`src/design/rrj_pkg.sv`:
```
// shared types, constants and tables for the range residual / jacobian pipeline
// no dependencies; every design module imports it
package rrj_pkg;

    // pipeline depths of the cell chains
    localparam int CORDIC_N = 17;
    localparam int SQRT_N   = 36;
    localparam int DIV_N    = 35;
    // stage index of the output register (input reg, cordic, 5 math stages, sqrt, div)
    localparam int LAT      = 1 + CORDIC_N + 5 + SQRT_N + DIV_N;

    // heading fold limits, q.16 radians
    localparam logic signed [19:0] HALF_PI = 20'sd102944;
    localparam logic signed [19:0] PI_Q16  = 20'sd205887;
    // cordic start vector, q.30, gain already folded in
    localparam logic signed [32:0] CORDIC_X0 = 33'sd652032874;

    // datapath widths
    localparam int CSW  = 33;   // cordic x/y, q.30
    localparam int ANW  = 20;   // cordic residual angle
    localparam int RXW  = 34;   // rotated tag offset
    localparam int ALW  = 36;   // difference vector, signed
    localparam int AMW  = 35;   // difference vector magnitude
    localparam int RADW = 72;   // sqrt radicand, padded to even width
    localparam int RTW  = 36;   // sqrt root = distance
    localparam int REMW = 39;   // sqrt partial remainder
    localparam int NUMW = 72;   // divider numerator / remainder
    localparam int QW   = 35;   // divider quotient

    // config register indexes
    localparam logic [1:0] REG_POSE_X  = 2'd0;
    localparam logic [1:0] REG_POSE_Y  = 2'd1;
    localparam logic [1:0] REG_HEADING = 2'd2;

    typedef logic signed [CSW-1:0] t_cs;
    typedef logic signed [ANW-1:0] t_ang;

    // request fields carried alongside the cordic chain
    typedef struct packed {
        logic signed [31:0] xt;
        logic signed [31:0] yt;
        logic signed [31:0] ax;
        logic signed [31:0] ay;
        logic [30:0]        mr;
    } t_geo;

    // side data carried alongside the sqrt chain
    typedef struct packed {
        logic            sa;
        logic            sg;
        logic            sn;
        logic [AMW-1:0]  am;
        logic [AMW-1:0]  gm;
        logic [NUMW-1:0] nm;
        logic [30:0]     mr;
    } t_side1;

    // side data carried alongside the divider chains
    typedef struct packed {
        logic               sa;
        logic               sg;
        logic               sn;
        logic               deg;
        logic signed [31:0] res;
    } t_side2;

    // arctangent of 2^-i, q.16
    function automatic t_ang f_atan(input logic [4:0] i);
        t_ang a;
        case (i)
            5'd0:  a = 20'sd51472;
            5'd1:  a = 20'sd30385;
            5'd2:  a = 20'sd16055;
            5'd3:  a = 20'sd8150;
            5'd4:  a = 20'sd4091;
            5'd5:  a = 20'sd2047;
            5'd6:  a = 20'sd1024;
            5'd7:  a = 20'sd512;
            5'd8:  a = 20'sd256;
            5'd9:  a = 20'sd128;
            5'd10: a = 20'sd64;
            5'd11: a = 20'sd32;
            5'd12: a = 20'sd16;
            5'd13: a = 20'sd8;
            5'd14: a = 20'sd4;
            5'd15: a = 20'sd2;
            5'd16: a = 20'sd1;
            default: a = 20'sd0;
        endcase
        return a;
    endfunction

endpackage

```
`src/design/rrj_cordic_cell.sv`:
```
// one rotation-mode cordic step with its output register
// depends on rrj_pkg
module rrj_cordic_cell import rrj_pkg::*; (
    input  logic       i_clk,
    input  logic [4:0] i_step,
    input  t_cs        i_x,
    input  t_cs        i_y,
    input  t_ang       i_z,
    input  logic       i_flip,
    output t_cs        o_x,
    output t_cs        o_y,
    output t_ang       o_z,
    output logic       o_flip
);
    t_cs  r_x, r_y, n_x, n_y, w_xs, w_ys;
    t_ang r_z, n_z;
    logic r_flip;

    // micro-rotation toward zero residual angle
    always_comb begin
        w_xs = i_x >>> i_step;
        w_ys = i_y >>> i_step;
        if (i_z >= 0) begin
            n_x = i_x - w_ys;
            n_y = i_y + w_xs;
            n_z = i_z - f_atan(i_step);
        end else begin
            n_x = i_x + w_ys;
            n_y = i_y - w_xs;
            n_z = i_z + f_atan(i_step);
        end
    end

    always_ff @(posedge i_clk) begin
        r_x    <= n_x;
        r_y    <= n_y;
        r_z    <= n_z;
        r_flip <= i_flip;
    end

    assign o_x    = r_x;
    assign o_y    = r_y;
    assign o_z    = r_z;
    assign o_flip = r_flip;
endmodule

```
`config.mk`:
```
export PLATFORM = sky130hd
export DESIGN_NAME = rrj_cordic_cell
export DESIGN_NICKNAME = d
export VERILOG_FILES = /design/src/design/rrj_pkg.sv /design/src/design/rrj_cordic_cell.sv
export SDC_FILE = /design/constraint.sdc
export NUM_CORES = 1
export LEC_CHECK = 0
export ABC_AREA = 0
export BUFFER_PORTS_ARGS = -buffer_cell sky130_fd_sc_hd__buf_2
export CORE_ASPECT_RATIO = 0.6
export CORE_MARGIN = 2
export CORE_UTILIZATION = 30
export CTS_CLUSTER_SIZE = 40
export DETAILED_ROUTE_END_ITERATION = 16
export RECOVER_POWER = 100
export SYNTH_ARGS = -nofsm -noshare
export SYNTH_HDL_FRONTEND = slang
export SYNTH_SLANG_ARGS = --single-unit
```
`constraint.sdc`:
```
create_clock -name i_clk -period 6.4 [get_ports i_clk]
set_input_delay 1.28 -clock i_clk [delete_from_list [all_inputs] [get_ports i_clk]]
set_output_delay 1.28 -clock i_clk [all_outputs]
set_load 0.01 [all_outputs]
```
# --- Word-level counts from Yosys, hierarchy flattened ---
# Memories as Yosys holds them, arrays and structs flattened.
# Index checks and enable logic that the tools add are counted.
word_totals:
  register_bits: 87
  rom_bits: 1024
  in_bits: 93
  out_inout_bits: 87
  wordCells: 20
  memories: 2
op_classes:
  addsub: 6
  magnitude_cmp: 1
  shifts: 2
  muxes: 5
mem_list:
  columns: ["memory", "depth", "word_bits", "read_ports", "rd_ports_with_merged_regs", "write_ports", "line", "text"]
  rows:
  - ["(no name shown)", 32, 16, 1, 0, 0, "rrj_pkg.sv:70", "case (i)"]
  - ["(no name shown)", 32, 16, 1, 0, 0, "rrj_pkg.sv:70", null]
ops:
  columns: ["cell", "n"]
  rows:
  - ["adder 33 bit", 2]
  - ["two-way mux 33 bit", 2]
  - [">>> shifter 33 x 5 -> 33 bit", 2]
  - ["subtractor 33 bit", 2]
  - ["two-way mux 20 bit", 3]
  - ["adder 20 bit", 1]
  - [">= comparator 20 x 1 -> 1 bit, second input constant", 1]
  - ["subtractor 20 bit", 1]

# --- Longest topological paths before layout ---
depth:
  depth_word: 4
  ltp_mapped: 29
  mapped_depth_nobuf: 23

# --- Worst setup path after synthesis ---
# No wires, ideal clock.
synth_path:
  kind: "input port to flip-flop"
  startpoint: "in i_step[1]"
  endpoint: "reg r_y[30] (netlist: o_y[30])"
  setup_time_ns: 0.122
  arrival_ns: 6.686
  slack_ns: -0.408
  cell_stages: 24
  n_path_buf: 5
  path_cell_list: "buf_2 > buf_2 > buf_2 > clkbuf_1 > mux4_2 > mux2_2 > mux2_2 > mux2i_1 > ha_1 > nand3_1 > or3_1 > or2_1 > buf_2 > o31ai_1 > xor2_1 > a21oi_1 > ha_1 > nand4_1 > o311ai_0 > a41oi_1 > a21oi_1 > a21o_1 > nor3_1 > a311o_1"
synth_between:
  elab_chain_cells: 3
  word_cells_on_any_way: 4
synth_lines:
  columns: ["item", "line", "text"]
  rows:
  - ["start, declared", "rrj_cordic_cell.sv:5", "input logic [4:0] i_step,"]
  - [">>> shifter 33 x 5 -> 33 bit (*)", "rrj_cordic_cell.sv:21", "w_xs = i_x >>> i_step;"]
  - ["subtractor 33 bit or adder 33 bit (tied branches)", "rrj_cordic_cell.sv:29, rrj_cordic_cell.sv:25", null]
  - ["two-way mux 33 bit (*)", "rrj_cordic_cell.sv:23", "if (i_z >= 0) begin"]
  - ["net n_y[30]", "rrj_cordic_cell.sv:15", "t_cs r_x, r_y, n_x, n_y, w_xs, w_ys;"]
  - ["end signal, assigned", "rrj_cordic_cell.sv:36", "r_y <= n_y;"]
  - ["end, declared", "rrj_cordic_cell.sv:15", null]
# The timed path passes the listed nets; every way through them passes the cells marked *.

# --- Worst setup path after layout ---
layout_path:
  startpoint: "in i_step[2]"
  endpoint: "reg r_y[29] (netlist: o_y[29])"
# Same word-level chain as after synthesis.

==> results.md <==
- Count leader, synth: nand2_1
- Max_slew headroom: between 30 and 40%
- Final Instance Count excl. Fillers: around 2500
- Yosys top cell by area: mux4_2
- Die Width: 266.1 um
- DP HPWL: 43370 um
- Post-synth cell types: 90
- Routed wire per std cell: around 21 um
- Pre-antenna DRT Iters: 5
- Hold slack: 0.9982 ns
- CP Data Required Time: approximately 6.7 ns
- Part of the cycle the worst path needs: around 98%
- Deepest clock path buffer count: 2
- Crit path arrival time: between 6 and 7 ns
- Fin area: 17390 um^2
- Final GP Congestion: 0.9885
- Crit path cell chain: clkbuf_4 > buf_4 > inv_1 > buf_4 > buf_4 > buf_4 > mux2_2 > o22ai_1 > a21oi_1 > nor4b_1 > buf_4 > nand3_1 > or2_1 > buf_4 > o41ai_2 > xnor2_1 > ha_1 > a21o_1 > a21oi_1 > o21ai_0 > a31oi_2 > a21oi_1 > or4b_4 > nand3_1
- Cts bufs inserted: 9
- Synth top area share: 15.12%
- Crit path to: o_y[29]
- Worst vdd ir: 0.1141 mV
- Layout cells sized above 1: 34.98%
- Die ar.: 42900 um^2
- Final core area utilization: 42.85%
- Crit path launch type: primary input
- Nets: approximately 2200
- Final-report setup violation count: 0
- Static leakage: 7.658 nW
- Post-DP Area: about 17000 um^2
- Clock sink total: 87
- Worst path max stage delay: 0.49 ns
- Syn Inst Count: roughly 1500
- Vias: 13970
- Asr flop ratio synth: 0%
- Top FF cell, synth: dfxtp_1
- Sequential-to-total area share from yosys stat: around 14%
- Worst path slowest cell: or4b_4
- Min Tclk post-route: 6.290 ns
- Post-CTS Hold Fix Bufs: 0
- Antenna Nets Post-Route: 0
- Top cells by area, synth: mux4_2, dfxtp_1, ha_1, mux2i_1, xnor2_1
- Setup TNS Final: 0 ns
- Final Hold Vio Count: 0
- Setup crit end kind: flip-flop
- Tightest Pin Transition: 0.9916 ns
- Critical path class: primary input to flip-flop
- YS warnings: 0
- H-Tree Level Count: 3
- Initial antenna violation count: 0
- Critical Path Most Common Cell: buf_4
- Pwr dens: approximately 220 nW/um^2
- MaxCap Viol Count: 0
- GRT overflow: 0
- Initial Util: 30.46%
- Placed Cells incl. Taps: ~2500
- First-pass GRT wire length: 78720 um
- Largest net degree at the start of global routing: 40
- Area Overhead vs Synth: 40.68%
- Core area: between 40000 and 50000 um^2
- All-layer global routing usage: 23.92%
- Syn Area/Cell: 8.479 um^2
- Starting DRT DRC Count: 1445
- # DRC: 0
- Max Clock Freq: 159.0 MHz
- # diodes: 0
- Min-delay worst type: primary input to flip-flop
- Via density: approximately 5.5
- CTS tree: yes
- Ports: 180
- Register bit count reported by yosys: 87
- Vias in the first global route: around 13000
- Input/output buffers: 179
- Clock slew at reported path FFs: 0.07 ns
- Area of the mapped netlist: 12360 um^2
- Syn_nets: 1651
- FP Rows: 57
- CP Max Fanout: 12
- Synth top cells by count: nand2_1, nor2_1, a21oi_1, ha_1, dfxtp_1
- Die Ht: 161.2 um
- CP Launch Point: i_step[2]
- CTS Root Cell: clkbuf_16
- Post-synth EDFFs: 0
- Status: finished clean
- Post-Route WL: ~53000 um
- Max Slew Vio Count: 0
-- critical path: cells and delay by family --
| family | cells | cell delay (ns) |
|---|---|---|
| compound gates | 8 | 1.62 |
| xor+xnor | 1 | 0.25 |
| fa+ha+maj | 1 | 0.32 |
| buf+inv | 8 | 1.49 |
| mux | 1 | 0.34 |
| simple gates | 5 | 1.27 |
-- per-layer routing --
metal,global-route usage [%],routed length [um],vias to the layer above
met2,34.89,21860,620
met1,35.03,24740,6744
met4,4.392,799,0
met5,0,0,-
li1,-,-,6559
met3,6.800,5225,50
-- sequential cells by signal, indices dropped and copies added (netlist names) --
signal,flops
o_flip,1
o_x,33
o_y,33
o_z,20
-- per-stage QoR --
step                      power [W]  setup WS [ns]
final                      0.003900         0.1105
after global routing       0.004174       -0.04723
after CTS                  0.003910       0.008906
after detailed placement   0.003293        -0.5330
after global placement     0.003271        -0.5490
after floorplan            0.002195       0.007971
-- area by class of cell --
class | count | area [um^2]
flip-flops and latches | 87 | 1742
well taps | 531 | 664.4
clock inverters | 6 | 86.33
inverters | 35 | 131.4
clock buffers | 9 | 225.2
repair buffers | 596 | 4165
fillers | 4070 | 23190
multi-input cells | 1254 | 10380
-- repair_timing --
action / 4_1_cts / 5_1_grt
pin swaps: 0 / 19
resized for setup: 8 / 48
setup endpoints to repair: 9 / 24
gates cloned: 0 / 2
setup buffers: 0 / 9
-- how the worst min path moves through the flow --
stage / cells past startpoint / start / end
after floorplan: 0 / i_flip / o_flip
after global placement: 1 / i_flip / o_flip
after detailed placement: 1 / i_flip / o_flip
after CTS: 1 / i_flip / o_flip
after global routing: 1 / i_flip / o_flip
final: 1 / i_flip / o_flip
-- kinds of logic after synthesis --
kind of cell | Yosys count | share of synthesized area, %
compound gates | 402 | 21.20
xor+xnor | 140 | 9.919
fa+ha+maj | 100 | 10.30
buf+inv | 117 | 4.231
flops | 87 | 14.09
mux | 180 | 23.52
simple gates | 432 | 16.73
-- power by group --
group,total [W],switching [W],internal [W]
logic,0.00247,0.00132,0.00115
registers,0.000851,0.0000654,0.000786
clock network,0.000581,0.000243,0.000339
-- cell usage in the layout (no fill, tap or decap), types with 15 or more instances in the layout --
master / Yosys / layout
buf_4: 5 / 392
nor3_1: 31 / 28
mux4_2: 83 / 83
o21ai_0: 68 / 63
o21a_1: 19 / 19
nand3_1: 30 / 27
mux2_2: 23 / 20
buf_2: 15 / 89
dfxtp_1: 87 / 87
a21o_1: 29 / 29
xor2_1: 64 / 64
a31oi_1: 19 / 17
clkbuf_1: 48 / 90
nand2_1: 141 / 141
nor2_1: 114 / 113
a21oi_1: 109 / 100
xnor2_1: 76 / 76
mux2i_1: 67 / 63
o21ai_1: 21 / 25
o31ai_1: 17 / 16
ha_1: 97 / 96
o211ai_1: 15 / 15
inv_1: 29 / 30
nand2b_1: 25 / 25
Note: power is estimated with default switching activity, not from simulation.
